$ cat src/hdl/udt_pkg.sv
// Shared types and constants for the Unix seconds to UTC date and time converter.
// Used by every module of the block; depends on nothing else.
`default_nettype none

package udt_pkg;

    // Pipeline shape: stage 0 registers the request, stage 10 is the output register.
    localparam int NUM_STAGES = 11;
    localparam int STG_IN     = 0;
    localparam int STG_DAYS   = 1;
    localparam int STG_SPLIT  = 2;
    localparam int STG_LAST   = NUM_STAGES - 1;

    // Field widths.
    localparam int SECS_W  = 38;
    localparam int DAYS_W  = 22;
    localparam int JDN_W   = 23;
    localparam int SOD_W   = 17;
    localparam int YEAR_W  = 14;
    localparam int MONTH_W = 4;
    localparam int DOM_W   = 5;
    localparam int HOUR_W  = 5;
    localparam int MIN_W   = 6;
    localparam int SEC_W   = 6;

    // Stream data widths, padded to whole bytes.
    localparam int S_TDATA_W = 40;
    localparam int M_TDATA_W = 40;

    // Seconds to days: secs / 86400 = (secs >> 7) / 675, done as a reciprocal multiply.
    localparam int              DAY_PRE_SHIFT = 7;
    localparam int              DAY_SHIFT     = 41;
    localparam logic [31:0]     DAY_RECIP     = 32'd3257812231;
    localparam logic [16:0]     SECS_PER_DAY  = 17'd86400;

    // Epoch Julian day number plus the offset the inverse algorithm starts from.
    localparam logic [JDN_W-1:0] JDN_BIAS = 23'd2472632;

    // Day number to 400-year eras.
    localparam int              ERA_SHIFT    = 41;
    localparam logic [23:0]     ERA_RECIP    = 24'd15051803;
    localparam logic [17:0]     DAYS_PER_ERA = 18'd146097;

    // Centuries, four-year cycles and years within an era.
    localparam logic [17:0]     DAYS_PER_CENT = 18'd36524;
    localparam int              QUAD_SHIFT    = 27;
    localparam logic [16:0]     QUAD_RECIP    = 17'd91868;
    localparam logic [15:0]     DAYS_PER_QUAD = 16'd1461;
    localparam logic [10:0]     DAYS_PER_YEAR = 11'd365;

    // Month from day of a March-based year: (5 * da + 308) / 153.
    localparam int              MON_SHIFT  = 20;
    localparam logic [12:0]     MON_RECIP  = 13'd6854;
    localparam logic [11:0]     MON_OFFSET = 12'd308;
    localparam logic [3:0]      MON_WRAP   = 4'd12;
    localparam logic [YEAR_W-1:0] YEAR_BIAS = 14'd4800;

    // Time of day.
    localparam int              HOUR_SHIFT    = 29;
    localparam logic [17:0]     HOUR_RECIP    = 18'd149131;
    localparam logic [16:0]     SECS_PER_HOUR = 17'd3600;
    localparam int              MIN_SHIFT     = 18;
    localparam logic [12:0]     MIN_RECIP     = 13'd4370;
    localparam logic [11:0]     SECS_PER_MIN  = 12'd60;

    // Per-stage load enables handed from the top level to the datapath modules.
    typedef struct packed {
        logic [NUM_STAGES-1:0] load;
    } udt_ctl_t;

    // Time of day as it travels through the delay stages.
    typedef struct packed {
        logic [SEC_W-1:0]  second;
        logic [MIN_W-1:0]  minute;
        logic [HOUR_W-1:0] hour;
    } udt_time_t;

endpackage

`default_nettype wire

$ cat src/hdl/udt_split.sv
// Front end: registers the request and splits seconds into a day number and seconds of day.
// Depends on udt_pkg.
`default_nettype none

module udt_split (
    input  wire logic                          aclk,
    input  wire udt_pkg::udt_ctl_t             ctl,
    input  wire logic [udt_pkg::SECS_W-1:0]    epoch_seconds,
    output logic      [udt_pkg::JDN_W-1:0]     jdn,
    output logic      [udt_pkg::SOD_W-1:0]     sod
);

    logic [udt_pkg::SECS_W-1:0] secs0_reg;
    logic [udt_pkg::DAYS_W-1:0] days1_reg;
    logic [udt_pkg::SOD_W-1:0]  secs_lo1_reg;
    logic [udt_pkg::JDN_W-1:0]  jdn2_reg;
    logic [udt_pkg::SOD_W-1:0]  sod2_reg;

    logic [62:0] day_prod;
    logic [38:0] day_secs;

    // Days = floor((secs >> 7) / 675) by multiplying with a rounded-up reciprocal.
    assign day_prod = 63'(secs0_reg[udt_pkg::SECS_W-1:udt_pkg::DAY_PRE_SHIFT])
                    * 63'(udt_pkg::DAY_RECIP);

    // Seconds consumed by the whole days; only the low bits matter for the remainder.
    assign day_secs = 39'(days1_reg) * 39'(udt_pkg::SECS_PER_DAY);

    always_ff @(posedge aclk) begin
        if (ctl.load[udt_pkg::STG_IN]) begin
            secs0_reg <= epoch_seconds;
        end
        if (ctl.load[udt_pkg::STG_DAYS]) begin
            days1_reg    <= day_prod[udt_pkg::DAY_SHIFT+udt_pkg::DAYS_W-1:udt_pkg::DAY_SHIFT];
            secs_lo1_reg <= secs0_reg[udt_pkg::SOD_W-1:0];
        end
        if (ctl.load[udt_pkg::STG_SPLIT]) begin
            jdn2_reg <= udt_pkg::JDN_W'(days1_reg) + udt_pkg::JDN_BIAS;
            sod2_reg <= secs_lo1_reg - day_secs[udt_pkg::SOD_W-1:0];
        end
    end

    assign jdn = jdn2_reg;
    assign sod = sod2_reg;

endmodule

`default_nettype wire

$ cat src/hdl/udt_clock.sv
// Time-of-day path: hour, minute and second from seconds of day, delayed to the output stage.
// Depends on udt_pkg.
`default_nettype none

module udt_clock (
    input  wire logic                        aclk,
    input  wire udt_pkg::udt_ctl_t           ctl,
    input  wire logic [udt_pkg::SOD_W-1:0]   sod,
    output logic      [udt_pkg::HOUR_W-1:0]  hour,
    output logic      [udt_pkg::MIN_W-1:0]   minute,
    output logic      [udt_pkg::SEC_W-1:0]   second
);

    logic [udt_pkg::SOD_W-1:0]  sod3_reg;
    logic [udt_pkg::HOUR_W-1:0] hour3_reg;
    logic [udt_pkg::HOUR_W-1:0] hour4_reg;
    logic [11:0]                rem4_reg;
    logic [udt_pkg::HOUR_W-1:0] hour5_reg;
    logic [11:0]                rem5_reg;
    logic [udt_pkg::MIN_W-1:0]  min5_reg;
    udt_pkg::udt_time_t         time6_reg;
    udt_pkg::udt_time_t         dly7_reg;
    udt_pkg::udt_time_t         dly8_reg;
    udt_pkg::udt_time_t         dly9_reg;
    udt_pkg::udt_time_t         out10_reg;

    logic [34:0] hour_prod;
    logic [16:0] hour_secs;
    logic [24:0] min_prod;
    logic [11:0] min_secs;

    // Reciprocal multiplies stand in for the divisions by 3600 and 60.
    assign hour_prod = 35'(sod) * 35'(udt_pkg::HOUR_RECIP);
    assign hour_secs = 17'(hour3_reg) * udt_pkg::SECS_PER_HOUR;
    assign min_prod  = 25'(rem4_reg) * 25'(udt_pkg::MIN_RECIP);
    assign min_secs  = 12'(min5_reg) * udt_pkg::SECS_PER_MIN;

    always_ff @(posedge aclk) begin
        // Hour and the seconds within it.
        if (ctl.load[3]) begin
            hour3_reg <= hour_prod[udt_pkg::HOUR_SHIFT+udt_pkg::HOUR_W-1:udt_pkg::HOUR_SHIFT];
            sod3_reg  <= sod;
        end
        if (ctl.load[4]) begin
            hour4_reg <= hour3_reg;
            rem4_reg  <= sod3_reg[11:0] - hour_secs[11:0];
        end
        // Minute and second.
        if (ctl.load[5]) begin
            hour5_reg <= hour4_reg;
            rem5_reg  <= rem4_reg;
            min5_reg  <= min_prod[udt_pkg::MIN_SHIFT+udt_pkg::MIN_W-1:udt_pkg::MIN_SHIFT];
        end
        if (ctl.load[6]) begin
            time6_reg.hour   <= hour5_reg;
            time6_reg.minute <= min5_reg;
            time6_reg.second <= rem5_reg[udt_pkg::SEC_W-1:0] - min_secs[udt_pkg::SEC_W-1:0];
        end
        // Delay line that keeps the time aligned with the date path.
        if (ctl.load[7]) begin
            dly7_reg <= time6_reg;
        end
        if (ctl.load[8]) begin
            dly8_reg <= dly7_reg;
        end
        if (ctl.load[9]) begin
            dly9_reg <= dly8_reg;
        end
        if (ctl.load[udt_pkg::STG_LAST]) begin
            out10_reg <= dly9_reg;
        end
    end

    assign hour   = out10_reg.hour;
    assign minute = out10_reg.minute;
    assign second = out10_reg.second;

endmodule

`default_nettype wire

$ cat src/hdl/udt_date.sv
// Calendar path: converts a Julian day number to a date through 400-year eras, centuries, four-year cycles and years.
// Depends on udt_pkg.
`default_nettype none

module udt_date (
    input  wire logic                         aclk,
    input  wire udt_pkg::udt_ctl_t            ctl,
    input  wire logic [udt_pkg::JDN_W-1:0]    jdn,
    output logic      [udt_pkg::YEAR_W-1:0]   year,
    output logic      [udt_pkg::MONTH_W-1:0]  month,
    output logic      [udt_pkg::DOM_W-1:0]    day_of_month
);

    // Day of the March-based year on which a month starts, plus 122, indexed by month + 2.
    function automatic logic [8:0] month_start(input logic [3:0] mp);
        logic [8:0] start;
        case (mp)
            4'd2:    start = 9'd122;
            4'd3:    start = 9'd153;
            4'd4:    start = 9'd183;
            4'd5:    start = 9'd214;
            4'd6:    start = 9'd244;
            4'd7:    start = 9'd275;
            4'd8:    start = 9'd306;
            4'd9:    start = 9'd336;
            4'd10:   start = 9'd367;
            4'd11:   start = 9'd397;
            4'd12:   start = 9'd428;
            4'd13:   start = 9'd459;
            default: start = 9'd0;
        endcase
        return start;
    endfunction

    logic [udt_pkg::JDN_W-1:0]  j3_reg;
    logic [5:0]                 g3_reg;
    logic [5:0]                 g4_reg;
    logic [17:0]                dg4_reg;
    logic [5:0]                 g5_reg;
    logic [1:0]                 c5_reg;
    logic [15:0]                dc5_reg;
    logic [5:0]                 g6_reg;
    logic [1:0]                 c6_reg;
    logic [15:0]                dc6_reg;
    logic [4:0]                 b6_reg;
    logic [5:0]                 g7_reg;
    logic [1:0]                 c7_reg;
    logic [4:0]                 b7_reg;
    logic [10:0]                db7_reg;
    logic [8:0]                 da8_reg;
    logic [udt_pkg::YEAR_W-1:0] ybase8_reg;
    logic [8:0]                 da9_reg;
    logic [udt_pkg::YEAR_W-1:0] ybase9_reg;
    logic [3:0]                 mp9_reg;
    logic [udt_pkg::YEAR_W-1:0] year10_reg;
    logic [udt_pkg::MONTH_W-1:0] month10_reg;
    logic [udt_pkg::DOM_W-1:0]  dom10_reg;

    logic [46:0] era_prod;
    logic [23:0] era_days;
    logic [1:0]  cent;
    logic [17:0] cent_days;
    logic [32:0] quad_prod;
    logic [15:0] quad_days;
    logic [1:0]  yr;
    logic [10:0] yr_days;
    logic [udt_pkg::YEAR_W-1:0] ybase;
    logic [11:0] mon_arg;
    logic [24:0] mon_prod;
    logic        wrap;
    logic [9:0]  dom_sum;

    // Era index by reciprocal multiply, then the day within the era.
    assign era_prod = 47'(jdn) * 47'(udt_pkg::ERA_RECIP);
    assign era_days = 24'(g3_reg) * 24'(udt_pkg::DAYS_PER_ERA);

    // Century within the era: the fourth boundary folds back onto the last century.
    assign cent = 2'(dg4_reg >= udt_pkg::DAYS_PER_CENT)
                + 2'(dg4_reg >= 18'(2 * udt_pkg::DAYS_PER_CENT))
                + 2'(dg4_reg >= 18'(3 * udt_pkg::DAYS_PER_CENT));
    assign cent_days = 18'(cent) * udt_pkg::DAYS_PER_CENT;

    // Four-year cycle within the century.
    assign quad_prod = 33'(dc5_reg) * 33'(udt_pkg::QUAD_RECIP);
    assign quad_days = 16'(b6_reg) * udt_pkg::DAYS_PER_QUAD;

    // Year within the cycle, again folding the fourth boundary.
    assign yr = 2'(db7_reg >= udt_pkg::DAYS_PER_YEAR)
              + 2'(db7_reg >= 11'(2 * udt_pkg::DAYS_PER_YEAR))
              + 2'(db7_reg >= 11'(3 * udt_pkg::DAYS_PER_YEAR));
    assign yr_days = 11'(yr) * udt_pkg::DAYS_PER_YEAR;
    assign ybase   = udt_pkg::YEAR_W'(g7_reg) * 14'd400 + udt_pkg::YEAR_W'(c7_reg) * 14'd100
                   + udt_pkg::YEAR_W'({b7_reg, 2'b00}) + udt_pkg::YEAR_W'(yr);

    // Month counted from March, plus two.
    assign mon_arg  = {1'b0, da8_reg, 2'b00} + 12'(da8_reg) + udt_pkg::MON_OFFSET;
    assign mon_prod = 25'(mon_arg) * 25'(udt_pkg::MON_RECIP);

    // January and February belong to the next calendar year.
    assign wrap    = (mp9_reg >= udt_pkg::MON_WRAP);
    assign dom_sum = 10'(da9_reg) + 10'd123 - 10'(month_start(mp9_reg));

    always_ff @(posedge aclk) begin
        if (ctl.load[3]) begin
            j3_reg <= jdn;
            g3_reg <= era_prod[udt_pkg::ERA_SHIFT+5:udt_pkg::ERA_SHIFT];
        end
        if (ctl.load[4]) begin
            g4_reg  <= g3_reg;
            dg4_reg <= j3_reg[17:0] - era_days[17:0];
        end
        if (ctl.load[5]) begin
            g5_reg  <= g4_reg;
            c5_reg  <= cent;
            dc5_reg <= 16'(dg4_reg - cent_days);
        end
        if (ctl.load[6]) begin
            g6_reg  <= g5_reg;
            c6_reg  <= c5_reg;
            dc6_reg <= dc5_reg;
            b6_reg  <= quad_prod[udt_pkg::QUAD_SHIFT+4:udt_pkg::QUAD_SHIFT];
        end
        if (ctl.load[7]) begin
            g7_reg  <= g6_reg;
            c7_reg  <= c6_reg;
            b7_reg  <= b6_reg;
            db7_reg <= dc6_reg[10:0] - quad_days[10:0];
        end
        if (ctl.load[8]) begin
            da8_reg    <= 9'(db7_reg - yr_days);
            ybase8_reg <= ybase;
        end
        if (ctl.load[9]) begin
            da9_reg    <= da8_reg;
            ybase9_reg <= ybase8_reg;
            mp9_reg    <= mon_prod[udt_pkg::MON_SHIFT+3:udt_pkg::MON_SHIFT];
        end
        // Output stage: calendar month, day and year.
        if (ctl.load[udt_pkg::STG_LAST]) begin
            month10_reg <= wrap ? (mp9_reg - 4'd11) : (mp9_reg + 4'd1);
            dom10_reg   <= dom_sum[udt_pkg::DOM_W-1:0];
            year10_reg  <= ybase9_reg - udt_pkg::YEAR_BIAS + udt_pkg::YEAR_W'(wrap);
        end
    end

    assign year         = year10_reg;
    assign month        = month10_reg;
    assign day_of_month = dom10_reg;

endmodule

`default_nettype wire

$ cat src/hdl/unix_seconds_to_datetime.sv
// Unix seconds to UTC date and time of day, an eleven-stage pipeline.
// Throughput: one request per cycle while the output is not stalled (m_tready high).
// A stage loads whenever it is empty or its successor moves, so bubbles close up.
// Reset (aresetn low, synchronous) clears the stage valid bits only.
// Depends on udt_pkg, udt_split, udt_date and udt_clock.
`default_nettype none

module unix_seconds_to_datetime (
    input  wire logic                             aclk,
    input  wire logic                             aresetn,
    input  wire logic                             s_tvalid,
    output logic                                  s_tready,
    // s_tdata: epoch_seconds[37:0], zero padding [39:38]
    input  wire logic [udt_pkg::S_TDATA_W-1:0]    s_tdata,
    output logic                                  m_tvalid,
    input  wire logic                             m_tready,
    // m_tdata: year[13:0], month[17:14], day_of_month[22:18], hour[27:23],
    //          minute[33:28], second[39:34]
    output logic      [udt_pkg::M_TDATA_W-1:0]    m_tdata
);

    logic [udt_pkg::NUM_STAGES-1:0] valid_reg;
    logic [udt_pkg::NUM_STAGES-1:0] valid_next;
    logic [udt_pkg::NUM_STAGES:0]   adv;
    udt_pkg::udt_ctl_t              ctl;

    logic [udt_pkg::JDN_W-1:0]   jdn;
    logic [udt_pkg::SOD_W-1:0]   sod;
    logic [udt_pkg::YEAR_W-1:0]  year;
    logic [udt_pkg::MONTH_W-1:0] month;
    logic [udt_pkg::DOM_W-1:0]   day_of_month;
    logic [udt_pkg::HOUR_W-1:0]  hour;
    logic [udt_pkg::MIN_W-1:0]   minute;
    logic [udt_pkg::SEC_W-1:0]   second;

    // A stage may load when it is empty or its contents move on.
    always_comb begin
        adv[udt_pkg::NUM_STAGES] = m_tready;
        for (int k = udt_pkg::NUM_STAGES - 1; k >= 0; k--) begin
            adv[k] = !valid_reg[k] || adv[k+1];
        end
    end

    // Valid bits follow the data through the stages.
    always_comb begin
        valid_next    = valid_reg;
        if (adv[0]) begin
            valid_next[0] = s_tvalid;
        end
        for (int k = 1; k < udt_pkg::NUM_STAGES; k++) begin
            if (adv[k]) begin
                valid_next[k] = valid_reg[k-1];
            end
        end
    end

    always_ff @(posedge aclk) begin
        if (!aresetn) begin
            valid_reg <= '0;
        end else begin
            valid_reg <= valid_next;
        end
    end

    assign ctl.load = adv[udt_pkg::NUM_STAGES-1:0];
    assign s_tready = adv[0];
    assign m_tvalid = valid_reg[udt_pkg::STG_LAST];

    // Seconds to day number and seconds of day.
    udt_split u_split (
        .aclk          (aclk),
        .ctl           (ctl),
        .epoch_seconds (s_tdata[udt_pkg::SECS_W-1:0]),
        .jdn           (jdn),
        .sod           (sod)
    );

    // Day number to calendar date.
    udt_date u_date (
        .aclk         (aclk),
        .ctl          (ctl),
        .jdn          (jdn),
        .year         (year),
        .month        (month),
        .day_of_month (day_of_month)
    );

    // Seconds of day to hour, minute and second.
    udt_clock u_clock (
        .aclk   (aclk),
        .ctl    (ctl),
        .sod    (sod),
        .hour   (hour),
        .minute (minute),
        .second (second)
    );

    assign m_tdata = {second, minute, hour, day_of_month, month, year};

    // An accepted request always occupies the first stage next cycle.
    a_accept_fills: assert property (@(posedge aclk) disable iff (!aresetn)
        s_tvalid && s_tready |=> valid_reg[udt_pkg::STG_IN])
        else $error("accepted request did not enter the pipeline");

    // A result waiting behind a stalled output is held, not overwritten.
    a_stall_holds: assert property (@(posedge aclk) disable iff (!aresetn)
        valid_reg[udt_pkg::STG_LAST-1] && m_tvalid && !m_tready
        |=> valid_reg[udt_pkg::STG_LAST-1])
        else $error("request behind a stalled result was lost");

    // Calendar fields stay in range.
    a_date_range: assert property (@(posedge aclk) disable iff (!aresetn)
        m_tvalid |-> month >= 4'd1 && month <= 4'd12
                  && day_of_month >= 5'd1 && day_of_month <= 5'd31)
        else $error("month or day of month out of range");

    // Time fields stay in range.
    a_time_range: assert property (@(posedge aclk) disable iff (!aresetn)
        m_tvalid |-> hour <= 5'd23 && minute <= 6'd59 && second <= 6'd59)
        else $error("time of day out of range");

endmodule

`default_nettype wire
$ cat config.mk
export PLATFORM = sky130hd
export DESIGN_NAME = unix_seconds_to_datetime
export DESIGN_NICKNAME = d
export VERILOG_FILES = /design/src/hdl/udt_pkg.sv /design/src/hdl/udt_split.sv /design/src/hdl/udt_clock.sv /design/src/hdl/udt_date.sv /design/src/hdl/unix_seconds_to_datetime.sv
export SDC_FILE = /design/constraint.sdc
export NUM_CORES = 2
export LEC_CHECK = 0
export BUFFER_PORTS_ARGS = -buffer_cell sky130_fd_sc_hd__buf_2
export CAP_MARGIN = 15
export CORE_UTILIZATION = 34
export CTS_CLUSTER_DIAMETER = 30
export DETAILED_ROUTE_END_ITERATION = 6
export PLACE_DENSITY = 0.49
export SETUP_SLACK_MARGIN = 0.02
export SLEW_MARGIN = 20
export SYNTH_ARGS = -nofsm -noshare
export SYNTH_HDL_FRONTEND = slang
export SYNTH_SLANG_ARGS = --single-unit
$ cat constraint.sdc
create_clock -name aclk -period 8.9 [get_ports aclk]
set_input_delay 2.67 -clock aclk [delete_from_list [all_inputs] [get_ports aclk]]
set_output_delay 2.67 -clock aclk [all_outputs]
set_load 0.02 [all_outputs]
==> After elaboration in Yosys (flattened, before gate mapping) <==
Memory sizes are Yosys's and may differ from the RTL's. A register that Yosys moved wholly into a read port is not among the register bits.
Cells that the tools add are included.
{ "op_classes": {"n_reduce_logical": 22, "mul": 15, "order_cmp": 7, "muxes": 2, "add_sub_neg": 23} }
{ "op_table": {"columns": ["cell", "n"], "rows": [
  ["31-bit by 32-bit multiplier with 63-bit output (second input constant)", 1],
  ["23-bit by 24-bit multiplier with 47-bit output (second input constant)", 1],
  ["12-bit by 12-bit multiplier with 23-bit output (second input constant)", 2],
  ["18-bit by 17-bit >= comparator with 1-bit output (second input constant)", 2],
  ["17-bit by 18-bit multiplier with 34-bit output (second input constant)", 1],
  ["16-bit by 15-bit multiplier with 30-bit output (second input constant)", 1],
  ["22-bit by 22-bit adder with 23-bit output (second input constant)", 1],
  ["22-bit by 10-bit multiplier with 10-bit output (second input constant)", 1],
  ["18-bit by 16-bit >= comparator with 1-bit output (second input constant)", 1],
  ["6-bit by 18-bit multiplier with 18-bit output (second input constant)", 1],
  ["18-bit subtractor", 1],
  ["17-bit subtractor", 1],
  ["16-bit subtractor", 1],
  ["14-bit by 1-bit adder with 14-bit output", 1],
  ["14-bit by 2-bit adder with 14-bit output", 1],
  ["14-bit by 7-bit adder with 14-bit output", 1],
  ["14-bit by 9-bit adder with 14-bit output", 1],
  ["2-bit by 14-bit multiplier with 14-bit output (second input constant)", 1],
  ["14-bit by 13-bit subtractor with 14-bit output (second input constant)", 1],
  ["11-bit by 9-bit adder with 12-bit output", 1],
  ["12-bit by 9-bit adder with 12-bit output (second input constant)", 1],
  ["12-bit subtractor", 1],
  ["11-bit by 10-bit >= comparator with 1-bit output (second input constant)", 1],
  ["11-bit >= comparator (second input constant)", 1],
  ["other kinds (20)", 43]
]} }
{ "totals": {"reg_bits": 453, "n_memories": 1, "mem_bits_ro": 144, "input_bits": 44} }
{ "mem_list": {"columns": ["name", "depth", "width", "read_ports", "rd_ports_with_merged_regs", "wr", "line_no", "rtl"], "rows": [
  ["(name not given)", 16, 9, 1, 1, 0, "udt_date.sv:17", "case (mp)"]
]} }

==> Depth between registers and ports, before layout <==
{ "depth": {"depth_word": 12, "mapped_depth": 34, "depth_no_buf": 34} }

==> Cells and area by module <==
Synthesis repeated with hierarchy kept, for this count alone.
{ "hier_totals": {"hier_cells": 5005, "area_unflattened_um2": 57194.9} }
{ "modules_own_cells": {"columns": ["module", "cells_per_inst", "seq_area_each_um2", "area_per_inst_um2", "n_inst"], "rows": [
  ["udt_date", 2442, 5775.5, 27507.6, 1],
  ["udt_split", 1730, 3513.4, 19032.0, 1],
  ["udt_clock", 784, 4083.9, 10182.3, 1],
  ["unix_seconds_to_datetime", 49, 220.2, 473.0, 1]
]} }

==> Worst setup path before layout <==
No wires, ideal clock.
{ "synth_timing": {"path_kind": "input -> output", "start": "in m_tready", "end": "out s_tready", "slack_ns": 0.181, "cell_stages": 9, "t_arrival_ns": 6.049, "path_buffers": 1, "cell_sequence": "nor2b_1 -> and2_1 -> clkbuf_1 -> and3_1 -> and3_1 -> and2_1 -> nand2_1 -> nor2_1 -> nand3_1"} }
{ "synth_between": {"elab_chain_cells": 11} }
{ "synth_rtl": {"columns": ["item", "line_no", "rtl"], "rows": [
  ["from (decl)", "unix_seconds_to_datetime.sv:16", "input wire logic m_tready,"],
  ["1-bit logical OR (8 in series)", "unix_seconds_to_datetime.sv:40", "adv[k] = !valid_reg[k] || adv[k+1];"],
  ["via adv (one bit)", "unix_seconds_to_datetime.sv:24", "logic [udt_pkg::NUM_STAGES:0] adv;"],
  ["1-bit logical OR (3 in series)", "unix_seconds_to_datetime.sv:40", null],
  ["to (decl)", "unix_seconds_to_datetime.sv:12", "output logic s_tready,"]
]} }
The timed path passes the listed nets, and every way through them passes these cells.

==> Worst setup path in the final report <==
{ "layout_timing": {"start": "reg u_split.jdn2_reg, in the netlist u_split.jdn[6]", "end": "reg u_date.g3_reg[5] (data pin)"} }
{ "layout_between": {"elab_chain_cells": 1} }
{ "layout_rtl": {"columns": ["item", "line_no", "rtl"], "rows": [
  ["from (decl)", "udt_split.sv:16", "logic [udt_pkg::JDN_W-1:0] jdn2_reg;"],
  ["from (signal assigned)", "udt_split.sv:38", "jdn2_reg <= udt_pkg::JDN_W'(days1_reg) + udt_pkg::JDN_BIAS;"],
  ["23-bit by 24-bit multiplier with 47-bit output", "udt_date.sv:74", "assign era_prod = 47'(jdn) * 47'(udt_pkg::ERA_RECIP);"],
  ["via u_date.era_prod[46]", "udt_date.sv:59", "logic [46:0] era_prod;"],
  ["to (signal assigned)", "udt_date.sv:106", "g3_reg <= era_prod[udt_pkg::ERA_SHIFT+5:udt_pkg::ERA_SHIFT];"],
  ["to (decl)", "udt_date.sv:36", "logic [5:0] g3_reg;"]
]} }
The timed path passes the listed nets, and every way through them passes these cells.
A chain may end at the register's enable or synchronous reset.

==> results.json <==
{
  "status": "finished, final reports clean",
  "fp.dieH_um": 408,
  "rows": 148,
  "design.core.area_um2": 163000,
  "maxSlewHeadroom_pct": 36.1,
  "synth-edff-count": 442,
  "die-width_um": 408,
  "synth_nets": 6913,
  "die_area_um2": 167000,
  "r2r-end": "u_date.g3_reg[5]",
  "ys_ff_latch": 458,
  "startpoint": "u_split.jdn[6]",
  "drc": 0,
  "cts_setup_buffers": 0,
  "worst_slew_pin_slew_ps": 944,
  "cts.path.max_buffers": 3,
  "clock_latency_ps": 710,
  "dr.pass1.iters": 4,
  "whs_endpoint": "u_clock.hour5_reg[0]",
  "drive_gt1_share_pct": 5.62,
  "cts_resized": 0,
  "fin_cells": 7318,
  "worstPathMaxFanout": 8,
  "ys.flop_type": "edfxtp_1",
  "clockRootBuffer": "clkbuf_16",
  "required_ps": 9350,
  "clk_pin_slew_ps": 50,
  "initial_core_util_pct": 34.4,
  "antenna_found_initial": 4,
  "rsz0062_at_grt": "no",
  "holdWs_ps": 409,
  "layout_min_cycle_time_ps": 8000,
  "fin_skew_ps": 38.5,
  "grt_max_degree": 45,
  "critPathLaunchType": "flop",
  "io-pin-count": 86,
  "clock_sinks": 458,
  "ys_seq_area_share_pct": 24.2,
  "setup_tns_ps": 0,
  "wl_met3_um": 3490,
  "grt_pass1_wl_um": 196000,
  "area_growth_syn_to_layout_pct": 12.1,
  "largest_reg_flops": 38,
  "maxCapViolCount": 0,
  "top_layer": "met4",
  "crit_type": "flop to flop",
  "yosys_warnings": 0,
  "crit_arrival_ps": 8450,
  "place_ws_ps": 966,
  "setup_viol_count_final": 0,
  "first_global_vias": 36200,
  "synthCells": 4842,
  "drtIter0Drc": 854,
  "place_inst": 7124,
  "grt_overflow_total": 0,
  "avgSynthCellArea_um2": 11.6,
  "reg2reg_setup_slack_ps": 900,
  "ant_nets": 0,
  "hold_path_depth": 0,
  "r2r_cells": 22,
  "reg2reg_from": "u_split.jdn[6]",
  "avgRoutedWirePerCell_um": 16.4,
  "drv_slew": 0,
  "ctsHtreeMaxLevel": 3,
  "drt-met1-wl_um": 53000,
  "synth.distinct_cells": 65,
  "avgViaCountPerCell": 4.46,
  "worst_slack_ps": 898,
  "gp_congestion": 0.839,
  "cts_hold_buf": 0,
  "wl_um": 120000,
  "cts_buffers": 103,
  "async_flop_share_pct": 0,
  "vias": 32600,
  "hold_viol": 0,
  "min-delay-path-class": "flop to flop",
  "min_from": "u_clock.hour4_reg[0]",
  "max_clock_freq_mhz": 125,
  "num-fill-cells": 16100,
  "grt_util_all_layers_pct": 15.1,
  "fin_crit_sh_pct": 89.9,
  "endpoint_kind": "flop",
  "wl_met2_um": 60000,
  "synth.cell_area_um2": 56100,
  "hpwl_um": 104000,
  "final_nets": 7125,
  "cts_tree": "done",
  "io_buffers": 83
}
## through the flow
step | instance area, µm² | utilization [%]
2_1_floorplan | 56100 | -
3_3_place_gp | 59500 | 36.4
3_5_place_dp | 59500 | 36.4
4_1_cts | 62900 | 38.5
5_1_grt | 62900 | 38.5
6_report | 62900 | 38.5
## Yosys cell counts, types with 3 or more instances
cell	count	area share [%]
a2111oi_0	6	0.094
a211o_1	3	0.047
a211oi_1	8	0.11
a21boi_0	10	0.13
a21o_1	73	0.98
a21oi_1	117	1.0
a221o_1	3	0.054
a22o_1	3	0.047
a311o_1	5	0.089
a31o_2	4	0.062
a31oi_1	5	0.056
a41o_1	4	0.071
a41oi_1	5	0.078
and2_1	8	0.089
and3_1	12	0.13
and4_1	5	0.078
clkbuf_1	3	0.020
dfxtp_1	16	0.57
edfxtp_1	442	24
fa_1	751	27
ha_1	1276	28
inv_1	1370	9.2
mux2i_1	9	0.16
nand2_1	80	0.54
nand2b_1	14	0.16
nand3_1	40	0.36
nand4_1	19	0.21
nor2_1	104	0.70
nor2b_1	34	0.38
nor3_1	30	0.27
nor4_1	3	0.033
o211ai_1	10	0.13
o21a_1	36	0.48
o21ai_0	57	0.51
o21bai_1	21	0.28
o31ai_1	4	0.054
o41a_1	3	0.060
o41ai_1	6	0.094
xnor2_1	155	2.4
xor2_1	52	0.81
## cell type report
class	count	area, µm²	share of cell area (%)
Multi-Input combinational cell	3009	37400	59.4
Sequential cell	458	13600	21.6
Inverter	1371	5150	8.18
Tap cell	2175	2720	4.32
Clock buffer	120	2660	4.23
Clock inverter	73	806	1.28
Timing Repair Buffer	111	626	0.994
Antenna cell	1	2.50	0.00398
## cell families (layout without fill, tap and decap cells)
| group | Yosys count | after routing | synth area share [%] |
|---|---|---|---|
| AO/OA/AOI/OAI | 408 | 408 | 4.87 |
| XOR/XNOR | 207 | 207 | 3.23 |
| adder cells (fa/ha/maj) | 2027 | 2027 | 55.2 |
| buffers and inverters | 1375 | 1675 | 9.20 |
| flip-flops | 458 | 458 | 24.2 |
| multiplexers | 11 | 11 | 0.201 |
| other | 0 | 1 | 0 |
| AND/OR/NAND/NOR | 356 | 356 | 3.04 |
## per-layer routing
layer | up-vias | track usage [%]
met2 | 349 | 26.7
li1 | 16100 | -
met5 | - | 0
met4 | 0 | 4.56
met3 | 174 | 2.27
met1 | 16000 | 18.9
## cell usage in the layout, fill, tap and decap left out, drive strengths merged, types with 5 or more instances in the layout
master	netlist	routed
inv	1370	1374
ha	1276	1276
fa	751	751
edfxtp	442	442
xnor2	155	155
clkbuf	3	120
a21oi	119	119
buf	1	111
nor2	104	104
nand2	80	80
a21o	73	73
o21ai	60	60
xor2	52	52
clkinv	1	43
nand3	40	40
o21a	36	36
nor2b	34	34
nor3	30	30
o21bai	21	21
nand4	19	19
dfxtp	16	16
clkinvlp	0	16
nand2b	14	14
and3	12	12
bufinv	0	11
a21boi	11	11
o211ai	10	10
mux2i	9	9
a211oi	8	8
and2	8	8
a2111oi	6	6
o41ai	6	6
and4	5	5
a41oi	5	5
a31oi	5	5
a311o	5	5
## worst max path at each step
stage | to | slack, ps | cells after the start
after global placement | u_date.g3_reg[5] | 1050 | 22
after CTS | u_date.g3_reg[5] | 940 | 22
after detailed placement | u_date.g3_reg[5] | 970 | 22
after floorplan | s_tready | 180 | 9
after global routing | u_date.g3_reg[5] | 600 | 24
final | u_date.g3_reg[5] | 900 | 22
## critical path, cell delays in order (launching register included)
cell	delay, ps
edfxtp_1	690
inv_1	100
ha_1	420
inv_1	140
ha_1	390
ha_1	300
inv_1	50
fa_1	460
fa_1	490
inv_1	60
fa_1	510
fa_1	490
ha_1	330
and4_1	250
a221o_1	290
a2111oi_0	730
o21bai_1	220
o311ai_1	860
a31oi_1	310
o21ai_1	260
a21oi_1	120
a21oi_1	180
xnor2_1	80
Power is not shown: default switching activity piles up to over one toggle a cycle in this logic, so the estimate is an artifact.
